<file path="src/hdl/ravsf_pkg.sv">
// ----------------------------------------------------------------------------
// ravsf_pkg
// Shared constants, item type and back-end state codes for the roll angle
// slew limiter with moving average.
// ----------------------------------------------------------------------------
package ravsf_pkg;

  // sample and angle widths
  localparam int ROLL_W  = 16;
  localparam int STEP_W  = 15;

  // averaging window and the widths that follow from it
  localparam int WINDOW  = 8;
  localparam int PTR_W   = $clog2(WINDOW);
  localparam int CNT_W   = $clog2(WINDOW + 1);
  localparam int TOT_W   = ROLL_W + $clog2(WINDOW);
  localparam int DCNT_W  = $clog2(TOT_W);

  // radians*8192 to degrees*128, Q16 scale
  localparam int SCALE_W = 16;
  localparam logic [SCALE_W-1:0] DEG_SCALE = 16'd58671;
  localparam int MAG_W   = ROLL_W + 1;
  localparam int PROD_W  = MAG_W + SCALE_W;

  // pi/2 * 8192, rounded up
  localparam logic signed [ROLL_W-1:0] QUARTER_TURN = 16'sd12868;

  localparam logic [STEP_W-1:0] MAX_STEP_RESET = 15'd1920;

  // front-to-back queue
  localparam int QDEPTH  = 4;
  localparam int QPTR_W  = $clog2(QDEPTH);
  localparam int QCNT_W  = $clog2(QDEPTH + 1);

  // one classified sample on its way to the averaging engine
  typedef struct packed {
    logic                     missing;
    logic                     clipped;
    logic signed [ROLL_W-1:0] deg;
  } item_t;

  typedef enum logic [1:0] {
    B_IDLE,
    B_ACCUM,
    B_DIV,
    B_OUT
  } back_state_e;

endpackage

</file>
<file path="src/hdl/ravsf_front.sv">
// ----------------------------------------------------------------------------
// ravsf_front
// Accepts samples, applies the heading flip, converts to degrees*128 and
// clips the change against the previous limited value.
// ----------------------------------------------------------------------------
module ravsf_front (
  input  logic                        clk_i,
  input  logic                        rst_ni,
  input  logic                        cfg_wr_en_i,
  input  logic [ravsf_pkg::STEP_W-1:0] cfg_wr_data_i,
  input  logic                        in_valid_i,
  output logic                        in_ready_o,
  input  logic [ravsf_pkg::ROLL_W-1:0] roll_i,
  input  logic [ravsf_pkg::ROLL_W-1:0] yaw_i,
  input  logic                        missing_i,
  output logic                        push_o,
  output ravsf_pkg::item_t            item_o,
  input  logic                        full_i
);
  import ravsf_pkg::*;

  logic [STEP_W-1:0]        max_step_q;
  logic                     s1_valid_q;
  logic                     s1_missing_q;
  logic                     s1_neg_q;
  logic [PROD_W-1:0]        s1_prod_q;
  logic signed [ROLL_W-1:0] prev_q, prev_d;
  logic                     first_q;

  logic signed [ROLL_W-1:0] roll_s, yaw_s;
  logic                     flip;
  logic signed [MAG_W-1:0]  roll_f;
  logic [MAG_W-1:0]         mag;
  logic [PROD_W:0]          rounded;
  logic signed [ROLL_W+1:0] deg_e, prev_e, step_e, change, lim;
  logic                     clip;
  logic                     accept;

  // max step register
  always_ff @(posedge clk_i or negedge rst_ni) begin
    if (!rst_ni) begin
      max_step_q <= MAX_STEP_RESET;
    end else if (cfg_wr_en_i) begin
      max_step_q <= cfg_wr_data_i;
    end
  end

  // stage 1: heading flip and magnitude, then scale
  always_comb begin
    roll_s = $signed(roll_i);
    yaw_s  = $signed(yaw_i);
    flip   = (yaw_s >= QUARTER_TURN) || (yaw_s <= -QUARTER_TURN);
    roll_f = flip ? -{roll_s[ROLL_W-1], roll_s} : {roll_s[ROLL_W-1], roll_s};
    mag    = roll_f[MAG_W-1] ? $unsigned(-roll_f) : $unsigned(roll_f);
  end

  assign push_o     = s1_valid_q && !full_i;
  assign in_ready_o = !s1_valid_q || push_o;
  assign accept     = in_valid_i && in_ready_o;

  always_ff @(posedge clk_i or negedge rst_ni) begin
    if (!rst_ni) begin
      s1_valid_q <= 1'b0;
    end else if (in_ready_o) begin
      s1_valid_q <= in_valid_i;
    end
  end

  always_ff @(posedge clk_i) begin
    if (accept) begin
      s1_missing_q <= missing_i;
      s1_neg_q     <= roll_f[MAG_W-1];
      s1_prod_q    <= mag * DEG_SCALE;
    end
  end

  // stage 2: round to nearest, restore sign, clip against previous value
  always_comb begin
    rounded = {1'b0, s1_prod_q} + (PROD_W+1)'(32768);
    deg_e   = s1_neg_q ? -$signed({2'b00, rounded[31:16]})
                       :  $signed({2'b00, rounded[31:16]});
    prev_e  = {{2{prev_q[ROLL_W-1]}}, prev_q};
    step_e  = $signed({3'b000, max_step_q});
    change  = deg_e - prev_e;
    lim     = deg_e;
    clip    = 1'b0;
    if (!first_q) begin
      if (change > step_e) begin
        lim  = prev_e + step_e;
        clip = 1'b1;
      end else if (change < -step_e) begin
        lim  = prev_e - step_e;
        clip = 1'b1;
      end
    end
    // saturate to 16 bits
    if (lim > 18'sd32767) begin
      prev_d = 16'sh7FFF;
    end else if (lim < -18'sd32768) begin
      prev_d = 16'sh8000;
    end else begin
      prev_d = lim[ROLL_W-1:0];
    end
    item_o.missing = s1_missing_q;
    item_o.clipped = clip && !s1_missing_q;
    item_o.deg     = prev_d;
  end

  // hold previous value and first flag; a missing sample leaves them
  always_ff @(posedge clk_i or negedge rst_ni) begin
    if (!rst_ni) begin
      prev_q  <= '0;
      first_q <= 1'b1;
    end else if (push_o && !s1_missing_q) begin
      prev_q  <= prev_d;
      first_q <= 1'b0;
    end
  end

endmodule

</file>
<file path="src/hdl/ravsf_queue.sv">
// ----------------------------------------------------------------------------
// ravsf_queue
// Short first-in first-out queue between the front and the averaging engine.
// ----------------------------------------------------------------------------
module ravsf_queue (
  input  logic             clk_i,
  input  logic             rst_ni,
  input  logic             push_i,
  input  ravsf_pkg::item_t item_i,
  output logic             full_o,
  input  logic             pop_i,
  output ravsf_pkg::item_t item_o,
  output logic             empty_o
);
  import ravsf_pkg::*;

  item_t             slot_q [QDEPTH];
  logic [QPTR_W-1:0] wr_ptr_q, rd_ptr_q;
  logic [QCNT_W-1:0] count_q;

  assign full_o  = (count_q == QCNT_W'(QDEPTH));
  assign empty_o = (count_q == '0);
  assign item_o  = slot_q[rd_ptr_q];

  // store entries
  always_ff @(posedge clk_i) begin
    if (push_i) begin
      slot_q[wr_ptr_q] <= item_i;
    end
  end

  // advance pointers and count
  always_ff @(posedge clk_i or negedge rst_ni) begin
    if (!rst_ni) begin
      wr_ptr_q <= '0;
      rd_ptr_q <= '0;
      count_q  <= '0;
    end else begin
      if (push_i) wr_ptr_q <= wr_ptr_q + QPTR_W'(1);
      if (pop_i)  rd_ptr_q <= rd_ptr_q + QPTR_W'(1);
      if (push_i && !pop_i) begin
        count_q <= count_q + QCNT_W'(1);
      end else if (pop_i && !push_i) begin
        count_q <= count_q - QCNT_W'(1);
      end
    end
  end

  a_no_overflow: assert property (@(posedge clk_i) disable iff (!rst_ni)
    !(push_i && full_o && !pop_i))
    else $error("queue pushed while full");

  a_no_underflow: assert property (@(posedge clk_i) disable iff (!rst_ni)
    !(pop_i && empty_o))
    else $error("queue popped while empty");

  a_count_range: assert property (@(posedge clk_i) disable iff (!rst_ni)
    count_q <= QCNT_W'(QDEPTH))
    else $error("queue count beyond depth");

endmodule

</file>
<file path="src/hdl/ravsf_back.sv">
// ----------------------------------------------------------------------------
// ravsf_back
// Averaging engine: updates the history ring and running total, divides
// the total by the fill count one quotient bit per cycle, holds the result.
// ----------------------------------------------------------------------------
module ravsf_back (
  input  logic                        clk_i,
  input  logic                        rst_ni,
  input  logic                        empty_i,
  input  ravsf_pkg::item_t            item_i,
  output logic                        pop_o,
  output logic                        out_valid_o,
  input  logic                        out_ready_i,
  output logic [ravsf_pkg::ROLL_W-1:0] mean_roll_o,
  output logic                        step_limited_o
);
  import ravsf_pkg::*;

  back_state_e              state_q, state_d;
  item_t                    item_q, item_d;
  logic signed [TOT_W-1:0]  total_q, total_d;
  logic [PTR_W-1:0]         wptr_q, wptr_d;
  logic                     full_q, full_d;
  logic [DCNT_W-1:0]        div_cnt_q, div_cnt_d;
  logic [TOT_W-1:0]         quo_q, quo_d;
  logic [CNT_W-1:0]         rem_q, rem_d;
  logic [CNT_W-1:0]         divisor_q, divisor_d;
  logic                     neg_q, neg_d;
  logic [ROLL_W-1:0]        res_q, res_d;
  logic                     clip_q, clip_d;

  logic [ROLL_W-1:0]        ring_q [WINDOW];
  logic [ROLL_W-1:0]        rd_data_q;
  logic                     ring_we;

  logic signed [TOT_W-1:0]  old_e, new_e;
  logic [CNT_W:0]           shifted;
  logic                     ge;
  logic signed [TOT_W:0]    signed_q;

  // history ring; the read at the write pointer lands before ACCUM
  always_ff @(posedge clk_i) begin
    rd_data_q <= ring_q[wptr_q];
    if (ring_we) begin
      ring_q[wptr_q] <= item_q.deg;
    end
  end

  always_ff @(posedge clk_i or negedge rst_ni) begin
    if (!rst_ni) begin
      state_q <= B_IDLE;
      total_q <= '0;
      wptr_q  <= '0;
      full_q  <= 1'b0;
    end else begin
      state_q <= state_d;
      total_q <= total_d;
      wptr_q  <= wptr_d;
      full_q  <= full_d;
    end
  end

  always_ff @(posedge clk_i) begin
    item_q    <= item_d;
    div_cnt_q <= div_cnt_d;
    quo_q     <= quo_d;
    rem_q     <= rem_d;
    divisor_q <= divisor_d;
    neg_q     <= neg_d;
    res_q     <= res_d;
    clip_q    <= clip_d;
  end

  always_comb begin
    state_d   = state_q;
    item_d    = item_q;
    total_d   = total_q;
    wptr_d    = wptr_q;
    full_d    = full_q;
    div_cnt_d = div_cnt_q;
    quo_d     = quo_q;
    rem_d     = rem_q;
    divisor_d = divisor_q;
    neg_d     = neg_q;
    res_d     = res_q;
    clip_d    = clip_q;
    pop_o     = 1'b0;
    ring_we   = 1'b0;
    out_valid_o = 1'b0;

    old_e    = full_q ? $signed({{(TOT_W-ROLL_W){rd_data_q[ROLL_W-1]}}, rd_data_q}) : '0;
    new_e    = $signed({{(TOT_W-ROLL_W){item_q.deg[ROLL_W-1]}}, item_q.deg});
    shifted  = {rem_q, quo_q[TOT_W-1]};
    ge       = shifted >= {1'b0, divisor_q};
    signed_q = '0;

    unique case (state_q)
      B_IDLE: begin
        // take the next item; a missing sample answers zero at once
        if (!empty_i) begin
          pop_o  = 1'b1;
          item_d = item_i;
          if (item_i.missing) begin
            res_d   = '0;
            clip_d  = 1'b0;
            state_d = B_OUT;
          end else begin
            state_d = B_ACCUM;
          end
        end
      end
      B_ACCUM: begin
        // drop the oldest entry once full, add the new one, advance
        ring_we = 1'b1;
        total_d = total_q - old_e + new_e;
        if (wptr_q == PTR_W'(WINDOW - 1)) begin
          wptr_d = '0;
          full_d = 1'b1;
        end else begin
          wptr_d = wptr_q + PTR_W'(1);
        end
        divisor_d = full_d ? CNT_W'(WINDOW) : CNT_W'(wptr_d);
        neg_d     = total_d[TOT_W-1];
        quo_d     = total_d[TOT_W-1] ? $unsigned(-total_d) : $unsigned(total_d);
        rem_d     = '0;
        div_cnt_d = '0;
        clip_d    = item_q.clipped;
        state_d   = B_DIV;
      end
      B_DIV: begin
        // one restoring step per cycle on the magnitude
        rem_d     = ge ? CNT_W'(shifted - {1'b0, divisor_q}) : shifted[CNT_W-1:0];
        quo_d     = {quo_q[TOT_W-2:0], ge};
        div_cnt_d = div_cnt_q + DCNT_W'(1);
        if (div_cnt_q == DCNT_W'(TOT_W - 1)) begin
          signed_q = neg_q ? -$signed({1'b0, quo_d}) : $signed({1'b0, quo_d});
          if (signed_q > (TOT_W+1)'(32767)) begin
            res_d = 16'h7FFF;
          end else if (signed_q < -$signed((TOT_W+1)'(32768))) begin
            res_d = 16'h8000;
          end else begin
            res_d = signed_q[ROLL_W-1:0];
          end
          state_d = B_OUT;
        end
      end
      B_OUT: begin
        // hold the result until the beat is taken
        out_valid_o = 1'b1;
        if (out_ready_i) begin
          state_d = B_IDLE;
        end
      end
      default: state_d = B_IDLE;
    endcase
  end

  assign mean_roll_o    = res_q;
  assign step_limited_o = clip_q;

  a_full_sticky: assert property (@(posedge clk_i) disable iff (!rst_ni)
    full_q |=> full_q)
    else $error("ring full flag fell without reset");

endmodule

</file>
<file path="src/hdl/roll_angle_slew_average_filter_unit.sv">
// Path: a sample's result beat is offered after the front register, the queue,
//   the ring update and the bit-serial divider over the 19-bit total;
//   a missing sample's zero beat skips the ring update and the divider.
// Pacing: the back end pops a new item only after the last result beat is taken
//   (pop, ring update, divider steps, output beat); a missing sample skips the divider.
// Reset: max_step returns to 1920, the first flag sets, previous value, pointer,
//   fill flag and total clear at once; ring entries are read only after written.
// ----------------------------------------------------------------------------
// roll_angle_slew_average_filter_unit
// Roll angle slew limiter with moving average over the last WINDOW samples.
// ----------------------------------------------------------------------------
module roll_angle_slew_average_filter_unit (
  input  logic        clk_i,
  input  logic        rst_ni,
  input  logic        cfg_wr_en_i,
  input  logic [14:0] cfg_wr_data_i,   // max_step
  input  logic        s_axis_tvalid,
  output logic        s_axis_tready,
  input  logic [31:0] s_axis_tdata,    // [15:0] roll_sample, [31:16] yaw_sample
  input  logic        s_axis_tuser,    // sample_missing
  output logic        m_axis_tvalid,
  input  logic        m_axis_tready,
  output logic [15:0] m_axis_tdata,    // [15:0] mean_roll
  output logic        m_axis_tuser     // step_limited
);
  import ravsf_pkg::*;

  logic  push, full, pop, empty;
  item_t front_item, queue_item;

  ravsf_front u_front (
    .clk_i         (clk_i),
    .rst_ni        (rst_ni),
    .cfg_wr_en_i   (cfg_wr_en_i),
    .cfg_wr_data_i (cfg_wr_data_i),
    .in_valid_i    (s_axis_tvalid),
    .in_ready_o    (s_axis_tready),
    .roll_i        (s_axis_tdata[15:0]),
    .yaw_i         (s_axis_tdata[31:16]),
    .missing_i     (s_axis_tuser),
    .push_o        (push),
    .item_o        (front_item),
    .full_i        (full)
  );

  ravsf_queue u_queue (
    .clk_i   (clk_i),
    .rst_ni  (rst_ni),
    .push_i  (push),
    .item_i  (front_item),
    .full_o  (full),
    .pop_i   (pop),
    .item_o  (queue_item),
    .empty_o (empty)
  );

  ravsf_back u_back (
    .clk_i          (clk_i),
    .rst_ni         (rst_ni),
    .empty_i        (empty),
    .item_i         (queue_item),
    .pop_o          (pop),
    .out_valid_o    (m_axis_tvalid),
    .out_ready_i    (m_axis_tready),
    .mean_roll_o    (m_axis_tdata),
    .step_limited_o (m_axis_tuser)
  );

endmodule

</file>
<file path="config.mk">
export PLATFORM = sky130hd
export DESIGN_NAME = roll_angle_slew_average_filter_unit
export DESIGN_NICKNAME = d
export VERILOG_FILES = /design/src/hdl/ravsf_pkg.sv /design/src/hdl/ravsf_front.sv /design/src/hdl/ravsf_queue.sv /design/src/hdl/ravsf_back.sv /design/src/hdl/roll_angle_slew_average_filter_unit.sv
export SDC_FILE = /design/constraint.sdc
export NUM_CORES = 1
export LEC_CHECK = 0
export ABC_CLOCK_PERIOD_IN_PS = 9100
export BUFFER_PORTS_ARGS = -buffer_cell sky130_fd_sc_hd__buf_2
export CORE_ASPECT_RATIO = 0.8
export CORE_MARGIN = 5
export CORE_UTILIZATION = 50
export DETAILED_ROUTE_END_ITERATION = 8
export PLACE_DENSITY = 0.66
export SLEW_MARGIN = 10
export SYNTH_ARGS = -nofsm -noshare
export SYNTH_HDL_FRONTEND = slang
export SYNTH_SLANG_ARGS = --single-unit
</file>
<file path="constraint.sdc">
create_clock -name clk_i -period 9.1 [get_ports clk_i]
set_input_delay 0.455 -clock clk_i [delete_from_list [all_inputs] [get_ports clk_i]]
set_output_delay 0.455 -clock clk_i [all_outputs]
set_load 0.005 [all_outputs]
</file>
==> flow_summary.rst <==
.. list-table::
   :header-rows: 1

   * - Metric
     - Value
   * - Outcome
     - completed
   * - Number of vias after detailed routing
     - 17,700
   * - Critical path launch point
     - s_axis_tdata[20]
   * - Share of cells above drive strength 1
     - 12.66%
   * - TritonCTS clock tree
     - yes
   * - Final Worst Setup Slack
     - 0.5977 ns
   * - Largest cells by area after synthesis
     - sky130_fd_sc_hd__edfxtp_1 33%, sky130_fd_sc_hd__ha_1 12%, sky130_fd_sc_hd__fa_1 8.5%
   * - Achievable frequency
     - 0.1176 GHz
   * - Root Buffer
     - sky130_fd_sc_hd__clkbuf_16
   * - Max-capacitance violation count
     - 0
   * - Vias in the first global route
     - 17,750
   * - Dominant synthesized flop cell
     - sky130_fd_sc_hd__edfxtp_1
   * - Critical Path RT
     - 9.39 ns
   * - Maximum clock skew at final layout
     - 0.01406 ns
   * - CP max stage delay
     - 0.55 ns
   * - Setup slack at placement
     - -0.1614 ns
   * - Clock Path Buffers
     - 3
   * - Hold Crit Class
     - in -> async
   * - Clock Pin Slew Worst Setup and Hold Paths
     - 0.07 ns
   * - Endpoints failing setup
     - 0
   * - Number of synthesized flops with an enable pin
     - 286
   * - Sequential cell area in the final layout
     - 0.01054 mm2
   * - RSZ-0062 raised after global routing
     - no
   * - Die area
     - 0.05668 mm2
   * - Std-Cell Core Area
     - 0.05129 mm2
   * - Type of the worst setup path
     - in -> reg
   * - Fin area
     - 0.02855 mm2
   * - Horizontal die dimension
     - 264.9 um
   * - Pin count of the biggest net entering global routing
     - 66
   * - Port Buf Inserts
     - 71
   * - CTS sink count
     - 367
   * - Number of rows created at floorplan
     - 74
   * - Max H-tree Level
     - 2
   * - Most instantiated library cell after synthesis
     - sky130_fd_sc_hd__inv_1
   * - GRT overflow
     - 0
   * - Syn_area_per_cell
     - 11.03 um2
   * - Via density per instance
     - 5.595
   * - Register-to-register setup slack
     - 1.00 ns
   * - Rel. slew slack
     - 21.92%
   * - Remaining antenna violation count
     - 0
   * - Endpoint class of the critical path
     - flop
   * - Family of cells with the greatest summed delay on the critical path
     - compound AO/OA/AOI/OAI gates
   * - Sequential area share after synthesis
     - 40.55%
   * - Slew at the pin with the worst max-slew slack
     - 1.171 ns
   * - Post-route core utilization
     - 55.66%
   * - Area of the multi-input gates
     - 0.01405 mm2
   * - Netlist cell types
     - 98
   * - Antenna diode instance count
     - 0
   * - Routability-driven placement congestion ratio
     - 0.9331
   * - Die extent in y
     - 213.9 um
   * - Post-layout net count
     - 2,857
   * - Hold Fails Final Rpt
     - 0
   * - Cell taking the most area after synthesis
     - sky130_fd_sc_hd__edfxtp_1
   * - DP Wirelength
     - 46,480 um
   * - Post-synthesis instance area
     - 0.02599 mm2
   * - Cell Area, Placed
     - 0.02729 mm2
   * - Warning count from the yosys run
     - 0
   * - Async set or reset register ratio after synthesis
     - 17.71%
   * - Arrival time of data at the critical path endpoint
     - 8.79 ns
   * - Crit path launch type
     - primary input
   * - Post-layout minimum cycle time
     - 8.502 ns
   * - Detailed-router iteration count before antenna repair
     - 6
   * - DRC
     - 0
   * - Number of instances in the synthesized netlist
     - 2,357
   * - Standard cell with the maximum stage delay on the critical path
     - sky130_fd_sc_hd__fa_1
   * - I/O Pins
     - 72
   * - Total GRT Usage
     - 20.89%
   * - Area growth, synth to finish
     - 9.829%
   * - Most numerous cell types in the synthesized netlist
     - 317 x sky130_fd_sc_hd__inv_1, 286 x sky130_fd_sc_hd__edfxtp_1, 243 x sky130_fd_sc_hd__ha_1, 149 x sky130_fd_sc_hd__nand2_1, 141 x sky130_fd_sc_hd__nor2_1
   * - Final max-slew violation count
     - 0
   * - Initial DRC Count
     - 1,281
   * - Critical path buffers and inverters
     - 5
   * - Final wirelength
     - 59,540 um
   * - Area share of the largest cell type after synthesis
     - 33.04%
   * - Tcrit/Tclk final
     - 93.43%
   * - Initial antenna violation count
     - 1
   * - Global-route wire length before repair
     - 96,240 um
   * - Inserted Clock Buffers
     - 38
   * - Total of fill cells in the finished design
     - 4,442
   * - Launching point of the worst reg2reg path
     - u_front.s1_prod_q[15]
   * - Routed length per instance
     - 18.82 um
   * - Number of storage elements in the synthesis netlist
     - 367
   * - Post-CTS Hold Fix Bufs
     - 0
   * - Worst Path Max Fanout
     - 24
   * - Later-pin clock latency in the skew report
     - 0.55 ns
   * - Starting density of the core
     - 50.68%
-- cell usage in the layout (no fill, tap or decap), types with 59 or more instances in the layout --
cell type / instances
sky130_fd_sc_hd__nand2_1: 149
sky130_fd_sc_hd__fa_1: 110
sky130_fd_sc_hd__o21ai_0: 116
sky130_fd_sc_hd__ha_1: 242
sky130_fd_sc_hd__dfrtp_1: 59
sky130_fd_sc_hd__nor2_1: 141
sky130_fd_sc_hd__buf_2: 70
sky130_fd_sc_hd__xor2_1: 72
sky130_fd_sc_hd__a21oi_1: 87
sky130_fd_sc_hd__xnor2_1: 108
sky130_fd_sc_hd__edfxtp_1: 286
sky130_fd_sc_hd__inv_1: 317
-- worst reg2reg max path: cells and delay by family (launching register included) --
| kind | cells | cell delay (ns) |
|---|---|---|
| compound gates | 12 | 3.38 |
| simple gates | 10 | 2.33 |
| fa+ha+maj | 3 | 1.15 |
| flops | 1 | 0.49 |
| xor+xnor | 2 | 0.44 |
| mux | 1 | 0.18 |
-- state kept, by name, summed over array words and instances (netlist names), 5 cells and up --
| name | count |
|---|---|
| u_back.div_cnt_q | 5 |
| u_back.item_q | 17 |
| u_back.mean_roll_o | 16 |
| u_back.quo_q | 19 |
| u_back.rd_data_q | 16 |
| u_back.ring_q | 128 |
| u_back.total_q | 19 |
| u_front.max_step_q | 15 |
| u_front.prev_q | 16 |
| u_front.s1_prod_q | 17 |
| u_queue.slot_q | 72 |
-- per-layer routing --
metal  track usage [%]  share of wire (%)  vias up
li1                  -                  -     8477
met1             32.02                 48     8711
met2             31.95                 44      446
met3             3.396                6.1       70
met4             3.690                1.6        0
met5                 0                  0        -
-- layout make-up --
class                           instances  area share [%]
Multi-Input combinational cell       1611           49.20
Sequential cell                       367           36.93
Inverter                              321           4.229
Clock buffer                           47           3.524
Tap cell                              684           2.998
Timing Repair Buffer                  112           2.332
Clock inverter                         22          0.7889
-- path summary, 6_finish.rpt --
path	to	cells past startpoint
max	u_front.s1_prod_q[31]	36
min	u_back.total_q[5]	1
max reg2reg	u_front.prev_q[4]	28
min reg2reg	u_back.total_q[0]	1
max in group asynchronous	u_back.wptr_q[0]	1
min in group clk_i	u_front.s1_missing_q	1
-- logic make-up after synthesis --
logic type                 share of synthesized area [%]
and+or+nand+nor                                    10.76
AOI/OAI and AO/OA                                  10.47
buffers and inverters                              5.694
DFF                                                40.55
adders and majority gates                          20.17
xor gates and xnor gates                           6.161
muxes                                              6.156
other                                            0.02889
-- what timing repair did --
action | in CTS | in global routing
buffers inserted | 0 | 0
setup endpoints to repair | 0 | 5
resized for setup | 0 | 5
-- through the flow --
step                      std cells  hold slack [ns]  TNS [ns]
after global placement         3095           0.5007  -0.03602
after detailed placement       3095           0.5072   -0.3023
final                          3164          0.08572         0
after floorplan                2364           0.1594         0
after global routing           3164          0.08455         0
after CTS                      3164          0.07564         0
Power is not shown: default switching activity piles up to over one toggle a cycle in this logic, so the estimate is an artifact.
